File: config.mk
export PLATFORM = sky130hd
export DESIGN_NAME = capacitance_acquire_sequencer
export DESIGN_NICKNAME = d
export VERILOG_FILES = /design/src/rtl/core/cas_pkg.sv /design/src/rtl/core/cas_median5.sv /design/src/rtl/core/capacitance_acquire_sequencer.sv
export SDC_FILE = /design/constraint.sdc
export NUM_CORES = 1
export LEC_CHECK = 0
export ABC_AREA = 1
export BUFFER_PORTS_ARGS = -buffer_cell sky130_fd_sc_hd__buf_2
export CAP_MARGIN = 40
export CORE_MARGIN = 3
export CORE_UTILIZATION = 55
export CTS_BUF_LIST = sky130_fd_sc_hd__clkbuf_8 sky130_fd_sc_hd__clkbuf_16
export CTS_CLUSTER_SIZE = 24
export DETAILED_ROUTE_END_ITERATION = 8
export GPL_ROUTABILITY_DRIVEN = 0
export PLACE_DENSITY_LB_ADDON = 0.05
export SLEW_MARGIN = 5
export SYNTH_ARGS = -nofsm -noshare
export SYNTH_HDL_FRONTEND = slang
export SYNTH_HIERARCHICAL = 1
export SYNTH_SLANG_ARGS = --single-unit
File: constraint.sdc
create_clock -name clk -period 3.5 [get_ports clk]
set_input_delay 0.7 -clock clk [delete_from_list [all_inputs] [get_ports clk]]
set_output_delay 0.7 -clock clk [all_outputs]
set_load 0.01 [all_outputs]
File: src/rtl/core/cas_pkg.sv
// shared constants and types for the capacitance acquire sequencer
`default_nettype none

package cas_pkg;

  localparam int SAMPLE_COUNT = 5;
  localparam int SAMPLE_W     = 32;
  localparam int SIDX_W       = 3;

  // phase codes
  localparam logic [3:0] PH_NOTINIT   = 4'd0;
  localparam logic [3:0] PH_INITDONE  = 4'd1;
  localparam logic [3:0] PH_WAITINT   = 4'd2;
  localparam logic [3:0] PH_WAITREADY = 4'd3;
  localparam logic [3:0] PH_CONFIRM   = 4'd4;
  localparam logic [3:0] PH_SAMPLING  = 4'd5;
  localparam logic [3:0] PH_VALID     = 4'd6;
  localparam logic [3:0] PH_TIMEOUT   = 4'd7;
  localparam logic [3:0] PH_NOTREADY  = 4'd8;
  localparam logic [3:0] PH_FAULT     = 4'd9;

  // event codes
  localparam logic [2:0] FN_INIT  = 3'd0;
  localparam logic [2:0] FN_START = 3'd1;
  localparam logic [2:0] FN_TICK  = 3'd2;
  localparam logic [2:0] FN_INTR  = 3'd3;
  localparam logic [2:0] FN_DATA  = 3'd4;

  // configuration register indexes
  localparam logic [2:0] CFG_TIMEOUT   = 3'd0;
  localparam logic [2:0] CFG_THRESHOLD = 3'd1;
  localparam logic [2:0] CFG_READY_BIT = 3'd2;
  localparam logic [2:0] CFG_STAT_ADDR = 3'd3;
  localparam logic [2:0] CFG_SAMP_ADDR = 3'd4;

  // configuration reset values
  localparam logic [15:0] RST_TIMEOUT   = 16'd200;
  localparam logic [7:0]  RST_THRESHOLD = 8'd5;
  localparam logic [4:0]  RST_READY_BIT = 5'd20;
  localparam logic [7:0]  RST_STAT_ADDR = 8'd8;
  localparam logic [7:0]  RST_SAMP_ADDR = 8'd1;

  typedef logic [SAMPLE_COUNT-1:0][SAMPLE_W-1:0] sample_vec_t;

endpackage

`default_nettype wire

File: src/rtl/core/cas_median5.sv
// median of five unsigned samples by rank counting
`default_nettype none

module cas_median5 import cas_pkg::*; (
  input  wire sample_vec_t           samples,
  output logic [SAMPLE_W-1:0]        median
);

  localparam int RANK_W = $clog2(SAMPLE_COUNT);
  localparam logic [RANK_W-1:0] MID_RANK = RANK_W'(SAMPLE_COUNT / 2);

  logic [SAMPLE_COUNT-1:0][RANK_W-1:0] rank;

  // rank = number of elements ordered before this one, ties broken by position
  always_comb begin
    for (int i = 0; i < SAMPLE_COUNT; i++) begin
      rank[i] = '0;
      for (int j = 0; j < SAMPLE_COUNT; j++) begin
        if (j != i) begin
          if ((samples[j] < samples[i]) || ((samples[j] == samples[i]) && (j < i))) begin
            rank[i] = rank[i] + RANK_W'(1);
          end
        end
      end
    end
  end

  always_comb begin
    median = '0;
    for (int i = 0; i < SAMPLE_COUNT; i++) begin
      if (rank[i] == MID_RANK) begin
        median = samples[i];
      end
    end
  end

endmodule

`default_nettype wire

File: src/rtl/core/capacitance_acquire_sequencer.sv
// Capacitance acquire sequencer: one event item in, one status item out per event.
// Each accepted item (init, start, tick, interrupt or read data) updates the
// measurement state in the cycle it is accepted, and its result item appears in
// the output register on the next cycle; a new item is taken every cycle while
// the output register is empty or being drained, so throughput is one item per
// cycle. The longest path is the five-way median rank network that runs when the
// fifth sample arrives. The user must write configuration registers through the cfg
// port only while no item is in flight; the block itself does not enforce this.
`default_nettype none

module capacitance_acquire_sequencer import cas_pkg::*; (
  input  wire         clk,
  input  wire         rst_n,
  input  wire         in_tvalid,
  output logic        in_tready,
  input  wire  [31:0] in_tdata,   // read_data[31:0]
  input  wire  [2:0]  in_tuser,   // func[2:0]
  output logic        out_tvalid,
  input  wire         out_tready,
  // phase[3:0], read_request[4], read_address[12:5], result_value[44:13],
  // result_valid[45], failure_count[53:46], zero fill[55:54]
  output logic [55:0] out_tdata,
  input  wire         cfg_we,
  input  wire  [2:0]  cfg_index,
  input  wire  [15:0] cfg_wdata
);

  // configuration
  logic [15:0] timeout_r;
  logic [7:0]  thresh_r;
  logic [4:0]  rdy_bit_r;
  logic [7:0]  stat_addr_r;
  logic [7:0]  samp_addr_r;

  // sequencer state
  logic [3:0]        phase_r, phase_nxt;
  logic [7:0]        fail_r, fail_nxt;
  logic [15:0]       wait_r, wait_nxt;
  logic              pend_r, pend_nxt;
  logic [SIDX_W-1:0] sidx_r, sidx_nxt;
  logic [SAMPLE_COUNT-2:0][SAMPLE_W-1:0] store_r;

  // result register
  logic        out_valid_r;
  logic [3:0]  res_phase_r;
  logic        res_req_r, res_req_nxt;
  logic [7:0]  res_addr_r, res_addr_nxt;
  logic [31:0] res_value_r, res_value_nxt;
  logic        res_valid_r, res_valid_nxt;
  logic [7:0]  res_fail_r;

  logic              in_acc;
  logic [2:0]        func;
  logic [31:0]       data;
  logic [15:0]       limit;
  logic [15:0]       wait_inc;
  logic [7:0]        fail_sat;
  logic              ready_hit;
  logic [SIDX_W-1:0] sidx_inc;
  logic              store_we;
  sample_vec_t       med_in;
  logic [31:0]       median;

  assign in_tready = !out_valid_r || out_tready;
  assign in_acc    = in_tvalid && in_tready;
  assign func      = in_tuser;
  assign data      = in_tdata;
  assign limit     = (timeout_r == 16'd0) ? 16'd1 : timeout_r;
  assign wait_inc  = wait_r + 16'd1;
  assign fail_sat  = (fail_r == 8'hFF) ? fail_r : fail_r + 8'd1;
  assign ready_hit = data[rdy_bit_r];
  assign sidx_inc  = sidx_r + SIDX_W'(1);

  // the fifth sample joins the network straight from the input
  always_comb begin
    for (int i = 0; i < SAMPLE_COUNT - 1; i++) begin
      med_in[i] = store_r[i];
    end
    med_in[SAMPLE_COUNT-1] = data;
  end

  cas_median5 u_median (
    .samples (med_in),
    .median  (median)
  );

  always_comb begin
    phase_nxt     = phase_r;
    fail_nxt      = fail_r;
    wait_nxt      = wait_r;
    pend_nxt      = pend_r;
    sidx_nxt      = sidx_r;
    res_req_nxt   = 1'b0;
    res_addr_nxt  = 8'd0;
    res_value_nxt = 32'd0;
    res_valid_nxt = 1'b0;
    store_we      = 1'b0;
    case (func)
      FN_INIT: begin
        fail_nxt  = 8'd0;
        wait_nxt  = 16'd0;
        pend_nxt  = 1'b0;
        sidx_nxt  = '0;
        phase_nxt = PH_INITDONE;
      end
      FN_START: begin
        wait_nxt  = 16'd0;
        pend_nxt  = 1'b0;
        sidx_nxt  = '0;
        phase_nxt = PH_WAITINT;
      end
      FN_TICK: begin
        if (phase_r == PH_WAITINT) begin
          wait_nxt = wait_inc;
          if (wait_inc >= limit) begin
            phase_nxt    = PH_WAITREADY;
            wait_nxt     = 16'd0;
            pend_nxt     = 1'b1;
            res_req_nxt  = 1'b1;
            res_addr_nxt = stat_addr_r;
          end
        end else if (phase_r == PH_WAITREADY && !pend_r) begin
          pend_nxt     = 1'b1;
          res_req_nxt  = 1'b1;
          res_addr_nxt = stat_addr_r;
        end
      end
      FN_INTR: begin
        if (phase_r == PH_WAITINT) begin
          phase_nxt    = PH_CONFIRM;
          wait_nxt     = 16'd0;
          pend_nxt     = 1'b1;
          res_req_nxt  = 1'b1;
          res_addr_nxt = stat_addr_r;
        end
      end
      FN_DATA: begin
        if (pend_r) begin
          if (phase_r == PH_WAITREADY) begin
            if (ready_hit) begin
              phase_nxt    = PH_CONFIRM;
              wait_nxt     = 16'd0;
              pend_nxt     = 1'b1;
              res_req_nxt  = 1'b1;
              res_addr_nxt = stat_addr_r;
            end else begin
              wait_nxt = wait_inc;
              pend_nxt = 1'b0;
              if (wait_inc >= limit) begin
                fail_nxt  = fail_sat;
                phase_nxt = (fail_sat >= thresh_r) ? PH_FAULT : PH_TIMEOUT;
                wait_nxt  = 16'd0;
              end
            end
          end else if (phase_r == PH_CONFIRM) begin
            if (ready_hit) begin
              phase_nxt    = PH_SAMPLING;
              sidx_nxt     = '0;
              pend_nxt     = 1'b1;
              res_req_nxt  = 1'b1;
              res_addr_nxt = samp_addr_r;
            end else begin
              fail_nxt  = fail_sat;
              phase_nxt = (fail_sat >= thresh_r) ? PH_FAULT : PH_NOTREADY;
              pend_nxt  = 1'b0;
              wait_nxt  = 16'd0;
            end
          end else if (phase_r == PH_SAMPLING) begin
            if (sidx_inc >= SIDX_W'(SAMPLE_COUNT)) begin
              res_value_nxt = median;
              res_valid_nxt = 1'b1;
              fail_nxt      = 8'd0;
              pend_nxt      = 1'b0;
              sidx_nxt      = '0;
              phase_nxt     = PH_VALID;
            end else begin
              store_we     = 1'b1;
              sidx_nxt     = sidx_inc;
              res_req_nxt  = 1'b1;
              res_addr_nxt = samp_addr_r;
            end
          end
        end
      end
      default: begin
      end
    endcase
  end

  always_ff @(posedge clk) begin
    if (!rst_n) begin
      timeout_r   <= RST_TIMEOUT;
      thresh_r    <= RST_THRESHOLD;
      rdy_bit_r   <= RST_READY_BIT;
      stat_addr_r <= RST_STAT_ADDR;
      samp_addr_r <= RST_SAMP_ADDR;
    end else if (cfg_we) begin
      case (cfg_index)
        CFG_TIMEOUT:   timeout_r   <= cfg_wdata;
        CFG_THRESHOLD: thresh_r    <= cfg_wdata[7:0];
        CFG_READY_BIT: rdy_bit_r   <= cfg_wdata[4:0];
        CFG_STAT_ADDR: stat_addr_r <= cfg_wdata[7:0];
        CFG_SAMP_ADDR: samp_addr_r <= cfg_wdata[7:0];
        default: begin
        end
      endcase
    end
  end

  always_ff @(posedge clk) begin
    if (!rst_n) begin
      phase_r     <= PH_NOTINIT;
      fail_r      <= 8'd0;
      wait_r      <= 16'd0;
      pend_r      <= 1'b0;
      sidx_r      <= '0;
      out_valid_r <= 1'b0;
    end else begin
      if (in_acc) begin
        phase_r <= phase_nxt;
        fail_r  <= fail_nxt;
        wait_r  <= wait_nxt;
        pend_r  <= pend_nxt;
        sidx_r  <= sidx_nxt;
      end
      if (in_acc) begin
        out_valid_r <= 1'b1;
      end else if (out_tready) begin
        out_valid_r <= 1'b0;
      end
    end
  end

  always_ff @(posedge clk) begin
    if (in_acc) begin
      res_phase_r <= phase_nxt;
      res_req_r   <= res_req_nxt;
      res_addr_r  <= res_addr_nxt;
      res_value_r <= res_value_nxt;
      res_valid_r <= res_valid_nxt;
      res_fail_r  <= fail_nxt;
      if (store_we) begin
        store_r[sidx_r[1:0]] <= data;
      end
    end
  end

  assign out_tvalid = out_valid_r;
  assign out_tdata  = {2'b00, res_fail_r, res_valid_r, res_value_r, res_addr_r,
                       res_req_r, res_phase_r};

  a_valid_phase: assert property (@(posedge clk) disable iff (!rst_n)
    (out_valid_r && res_valid_r) |-> (res_phase_r == PH_VALID && !res_req_r && res_fail_r == 8'd0))
    else $error("completed measurement reported with wrong phase, request or count");

  a_addr_zero: assert property (@(posedge clk) disable iff (!rst_n)
    (out_valid_r && !res_req_r) |-> (res_addr_r == 8'd0))
    else $error("read address set without a read request");

  a_value_zero: assert property (@(posedge clk) disable iff (!rst_n)
    (out_valid_r && !res_valid_r) |-> (res_value_r == 32'd0))
    else $error("result value set without a completed measurement");

  a_accept_result: assert property (@(posedge clk) disable iff (!rst_n)
    in_acc |=> (out_valid_r && res_phase_r == phase_r && res_fail_r == fail_r))
    else $error("result item does not match the updated state");

  a_sidx_range: assert property (@(posedge clk) disable iff (!rst_n)
    sidx_r < SIDX_W'(SAMPLE_COUNT))
    else $error("sample index out of range");

endmodule

`default_nettype wire
# After elaboration in Yosys (flattened, before gate mapping)
# Cells that the tools add are included.
[op_classes]
n_addsub = 18
magnitude_cmp = 26
n_eq_ne = 38
n_mux = 110
n_bitwise = 4
reduce_logical = 34
[op_table]
columns = ["operator", "count"]
rows = [
  ["$lt 32x32->1", 20],
  ["$eq 32x32->1", 10],
  ["$mux 32", 6],
  ["$mux 8", 20],
  ["$mux 16", 9],
  ["$bwmux 128", 1],
  ["$demux 32 s2", 1],
  ["$pmux 16 s4", 1],
  ["$mux 3", 21],
  ["$mux 4", 12],
  ["$add 3x1->3 const B", 15],
  ["$mux 1", 32],
  ["$eq 3x2->1 const B", 9],
  ["$pmux 8 s3", 1],
  ["$pmux 4 s5", 1],
  ["$ne 3x3->1 const B", 6],
  ["$add 16x1->16 const B", 1],
  ["$ge 16x16->1", 1],
  ["$logic_not 16->1", 1],
  ["$pmux 8 s2", 1],
  ["$reduce_and 2->1", 6],
  ["$logic_or 1x1->1", 11],
  ["$add 8x1->8 const B", 1],
  ["$eq 4x2->1 const B", 2],
  ["other kinds (27)", 41],
]
[totals]
register_bits = 260
inputBits = 59
out_inout_bits = 58
elab_cells = 251

# Logic depth before layout (Yosys ltp)
[depth]
ltp_word = 14
depth_mapped = 34
ltp_nobuf = 33

# By module
# Netlist, hierarchy kept.
[by_module_without_submodules]
columns = ["mod", "instances", "cells_each", "area_each_um2", "seq_area_each_um2"]
rows = [
  ["capacitance_acquire_sequencer", 1, 1099, 11308.3, 7026.7],
  ["cas_median5", 1, 1765, 10465.0, 0.0],
]

# Worst setup path after synthesis
# Ideal clock, no wire load.
[synth_timing]
path_kind = "input port to flip-flop"
from = "input port in_tdata[31]"
to = "register res_value_r[10], data pin"
setup_ns = 0.265
arrival_time_ns = 3.234
required_ns = 3.235
setup_slack_ns = 0.001
cell_stages = 21
n_path_buf = 1
path_cell_list = "inv_1 -> ha_1 -> nand2_1 -> nor2_1 -> nand2_1 -> nor4_1 -> nand4_1 -> nand2_1 -> inv_2 -> ha_1 -> xor2_1 -> ha_1 -> nand3_1 -> nand2_1 -> nand2_1 -> inv_1 -> buf_2 -> nand2_1 -> nand2_1 -> inv_1 -> nor2_1"
[synth_via]
elab_chain_len = 11
word_cells_on_any_way = 37
classes_between = "add/sub (3); order compare (8); eq/ne (9); mux (13); reduce/logical (4)"
[synth_rtl]
columns = ["element", "line", "rtl"]
rows = [
  ["start, declared", "capacitance_acquire_sequencer.sv:16", "input wire [31:0] in_tdata,"],
  ["$lt 32x32->1 / $eq 32x32->1 (equally long branches)", "cas_median5.sv:20", "if ((samples[j] < samples[i]) || ((samples[j] == samples[i]) && (j < i))) begin"],
  ["$logic_or 1x1->1", "cas_median5.sv:20", ""],
  ["$mux 1", "cas_median5.sv:20", ""],
  ["$add 3x1->3", "cas_median5.sv:21", "rank[i] = rank[i] + RANK_W'(1);"],
  ["$mux 3", "cas_median5.sv:20", ""],
  ["$add 3x1->3", "cas_median5.sv:21", ""],
  ["$mux 3", "cas_median5.sv:20", ""],
  ["$add 3x1->3", "cas_median5.sv:21", ""],
  ["$mux 3", "cas_median5.sv:20", ""],
  ["$eq 3x2->1", "cas_median5.sv:31", "if (rank[i] == MID_RANK) begin"],
  ["$mux 32 (*)", "cas_median5.sv:31", ""],
  ["via median[10]", "capacitance_acquire_sequencer.sv:62", "logic [31:0] median;"],
  ["end signal, assigned", "capacitance_acquire_sequencer.sv:239", "res_value_r <= res_value_nxt;"],
  ["end, declared", "capacitance_acquire_sequencer.sv:48", "logic [31:0] res_value_r, res_value_nxt;"],
]
# The timed path passes the listed nets; every way through them passes the cells marked *.
# A chain may end at the register's enable or synchronous reset.

# Worst setup path after layout
[layout_timing]
from = "register store_r, in the netlist med_in[27]"
to = "register res_value_r[19], data pin"
[layout_via]
elab_chain_len = 14
word_cells_on_any_way = 61
classes_between = "add/sub (15); order compare (8); eq/ne (9); mux (25); reduce/logical (4)"
[layout_rtl]
columns = ["element", "line", "rtl"]
rows = [
  ["start, declared", "capacitance_acquire_sequencer.sv:41", "logic [SAMPLE_COUNT-2:0][SAMPLE_W-1:0] store_r;"],
  ["start signal, assigned by index", "capacitance_acquire_sequencer.sv:243", "store_r[sidx_r[1:0]] <= data;"],
  ["$lt 32x32->1 / $eq 32x32->1 (equally long branches)", "cas_median5.sv:20", ""],
  ["$mux 1 / $logic_or 1x1->1 (equally long branches)", "cas_median5.sv:20", ""],
  ["$add 3x1->3 / $mux 1 (equally long branches)", "cas_median5.sv:21, cas_median5.sv:20", ""],
  ["$mux 3 / $add 3x1->3 (equally long branches)", "cas_median5.sv:20, cas_median5.sv:21", ""],
  ["$add 3x1->3 / $mux 3 (equally long branches)", "cas_median5.sv:21, cas_median5.sv:20", ""],
  ["$mux 3 / $add 3x1->3 (equally long branches)", "cas_median5.sv:20, cas_median5.sv:21", ""],
  ["$add 3x1->3 / $mux 3 (equally long branches)", "cas_median5.sv:21, cas_median5.sv:20", ""],
  ["$mux 3 / $add 3x1->3 (equally long branches)", "cas_median5.sv:20, cas_median5.sv:21", ""],
  ["$eq 3x2->1 / $mux 3 (equally long branches)", "cas_median5.sv:31, cas_median5.sv:20", ""],
  ["$mux 32 / $eq 3x2->1 (equally long branches)", "cas_median5.sv:31", ""],
  ["$mux 32 (3 in a row)", "cas_median5.sv:31", ""],
  ["$mux 32 (*)", "cas_median5.sv:31", ""],
  ["via median[19]", "capacitance_acquire_sequencer.sv:62", ""],
]
# Marked as above.

==> out/metrics.yaml <==
status: "finished with violations"
violations: "setup timing"
path_common_cell: "nand2_1"
setup_ws_ns: -0.589
drt_iter0_drc: 2478
hold_path.class: "in -> reg"
synth-seq-area-share_pct: 32.3
clk_pin_slew_ns: 0.06
areaGrowthSynthToFinish_pct: 35.3
insertion_delay_ns: 0.59
clockBufferDepth: 3
relSlewSlack_pct: 50.5
crit_required_ns: 3.83
worstPathArrival_ns: 4.42
die_h_um: 205
start_util_pct: 55.9
synth-adder-area-share_pct: 20.9
grt_max_degree: 49
grt_overflow_total: 0
synth_edf_count: 182
final_hold_viol_count: 0
ys.flop_type: "edfxtp_1"
grt_first_pass_wirelength_um: 117000
via_count: 23096
die_w_um: 205
fmax_ghz: 0.245
drv_slew: 0
synth_compound_area_share_pct: 10.8
numClockSinks: 260
hpwl_um: 55800
synthXorXnorAreaFrac_pct: 1.03
final_cell_mix: "nand2_1 (646), buf_4 (447), inv_1 (414), ha_1 (339), a21oi_1 (232)"
die_area_mm2: 0.0420
syn-cell-area_mm2: 0.0218
syn_avg_cell_area_um2: 7.60
dp_slack_ns: -0.657
numCtsBuffers: 31
tightestPinTransition_ns: 0.743
port_buffers: 114
cpMaxStageDelayCell: "edfxtp_1"
synth_simple_gate_area_share_pct: 25.2
cp-end-kind: "register"
rsz0062_at_grt: "true"
root_buffer: "clkbuf_16"
drc: 0
std_cell_rows: 72
final_area_mm2: 0.0295
synthDistinctLibCells: 55
layout-drive-gt1-share_pct: 27.4
p_per_area_mw_per_mm2: 278
antenna_found_initial: 4
p_leak_uw: 0.0148
async_reset_ff_share_pct: 0
cts_tree: "done"
wl_per_cell_um: 20.1
fin_crit_ns: 4.09
coreArea_mm2: 0.0389
setup_violations: 32
drt_first_pass_iters: 9
synth-seq-cells: 260
nNetsFinal: 3878
synth_top_family_by_area: "simple AND/OR/NAND/NOR gates"
final.setup_skew_ns: 0.0143
n_fill_cell: 2783
synth_warnings: 6
critPathKind: "reg -> reg"
grt_pass1_vias: 22269
crit_fanout: 5
fin_setup_tns_ns: -17.33
grt_usage_pct: 35.7
final_core_util_pct: 75.7
finalCritPeriodShare_pct: 117
ir_drop_uv: 399
dpl_cell_area_mm2: 0.0261
vias_per_cell: 5.78
final_common_cell: "nand2_1"
routed_wl_um: 80300
worstSetupStartpointType: "register"
max_stage_delay_ns: 0.48
synth_cells: 2864
synth.mux.area_fraction_pct: 0
ios: 117
maxCapViolCount: 0
ant_nets: 0
h-tree-depth: 1
==> routing by layer <==
layer  track usage [%]  up-vias  part of all wire [%]
met5                 0        -                 0.027
met4              19.9        4                   6.7
met3              6.61      402                   9.4
met2              59.8     1263                    46
met1              43.2    10634                    38
li1                  -    10793                     -
==> power by group <==
part	internal (uW)	leakage [uW]	switching (uW)
clock	2050	0.000544	1390
sequential	3350	0.00234	39.0
combinational	507	0.0119	846
total	5910	0.0148	2280
==> state kept, by name (all words and copies together), names as in the netlist, 4 cells and up <==
| register | count |
|---|---|
| med_in | 128 |
| res_value_r | 32 |
| timeout_r | 16 |
| wait_r | 16 |
| fail_r | 8 |
| res_addr_r | 8 |
| res_fail_r | 8 |
| samp_addr_r | 8 |
| stat_addr_r | 8 |
| thresh_r | 8 |
| rdy_bit_r | 5 |
| phase_r | 4 |
| res_phase_r | 4 |
==> critical path, delay by kind of cell (launching register included) <==
kind | cells | cell delay (ns)
adder cells (fa/ha/maj) | 3 | 0.60
XOR/XNOR | 1 | 0.18
flip-flops | 1 | 0.48
AND/OR/NAND/NOR | 14 | 1.54
buffers and inverters | 10 | 1.03
==> worst paths after layout <==
path | startpoint | to | slack, ns | depth (start not counted)
hold / removal | cfg_wdata[8] | timeout_r[8]$_SDFFE_PN0P_ | 0.40 | 3
setup / recovery | med_in[27]$_DFFE_PP_ | res_value_r[19]$_SDFFCE_PP0P_ | -0.59 | 28
hold reg to reg | samp_addr_r[5]$_SDFFE_PN0P_ | samp_addr_r[5]$_SDFFE_PN0P_ | 0.46 | 2
setup reg to reg | med_in[27]$_DFFE_PP_ | res_value_r[19]$_SDFFCE_PP0P_ | -0.59 | 28
==> layout make-up <==
cell class / instances / area [um^2] / share of cell area (%)
tap: 518 / 648 / 2.20
sequential: 260 / 7030 / 23.9
timing repair buffer: 634 / 5220 / 17.7
clock inverter: 20 / 184 / 0.624
clock buffer: 37 / 903 / 3.07
antenna: 2 / 5.00 / 0.0170
multi-input combinational: 2080 / 13800 / 46.8
inverter: 448 / 1690 / 5.73
==> metrics by stage <==
stage | total power, uW | hold WS, ns | std cells
final | 8190 | 0.396 | 3999
after global routing | 8460 | 0.409 | 3998
after CTS | 8080 | 0.373 | 3958
after detailed placement | 4620 | 0.447 | 3862
after global placement | 4590 | 0.435 | 3862
after floorplan | 4160 | 0.424 | 2865
==> cell families after synthesis <==
kind of cell / Yosys count
AO/OA/AOI/OAI: 430
XOR/XNOR: 24
adder cells (fa/ha/maj): 364
buffers and inverters: 525
flip-flops: 260
other: 1
AND/OR/NAND/NOR: 1260
==> cell usage after synthesis, drive strengths merged, types with 2 or more instances <==
cell type  count  area (um^2)
a21oi        253         1300
a21boi         2         15.0
nor2         167          661
o211ai        17          128
ha           364         4550
buf           57          369
o21bai         5         37.5
xor2          17          156
o21a          15          113
dfxtp         78         1560
and3           2         12.5
clkinv         2         7.51
a211oi         3         27.5
clkbuf        20         75.1
edfxtp       182         5470
nand3        251         1330
nand2        726         2780
o21ai        123          616
nand3b         4         30.0
nor3          24          130
nor4           8         50.1
nand4         74          469
xnor2          7         68.8
o31ai          2         15.0
inv          446         1680
a21o           5         37.5
==> what timing repair did <==
action	in CTS	in global routing
resized for setup	138	207
hold buffers	0	0
pin swaps	43	123
buffers inserted	28	35
setup endpoints to repair	80	82
cloned	11	6
Note: power is estimated with default switching activity, not from simulation.
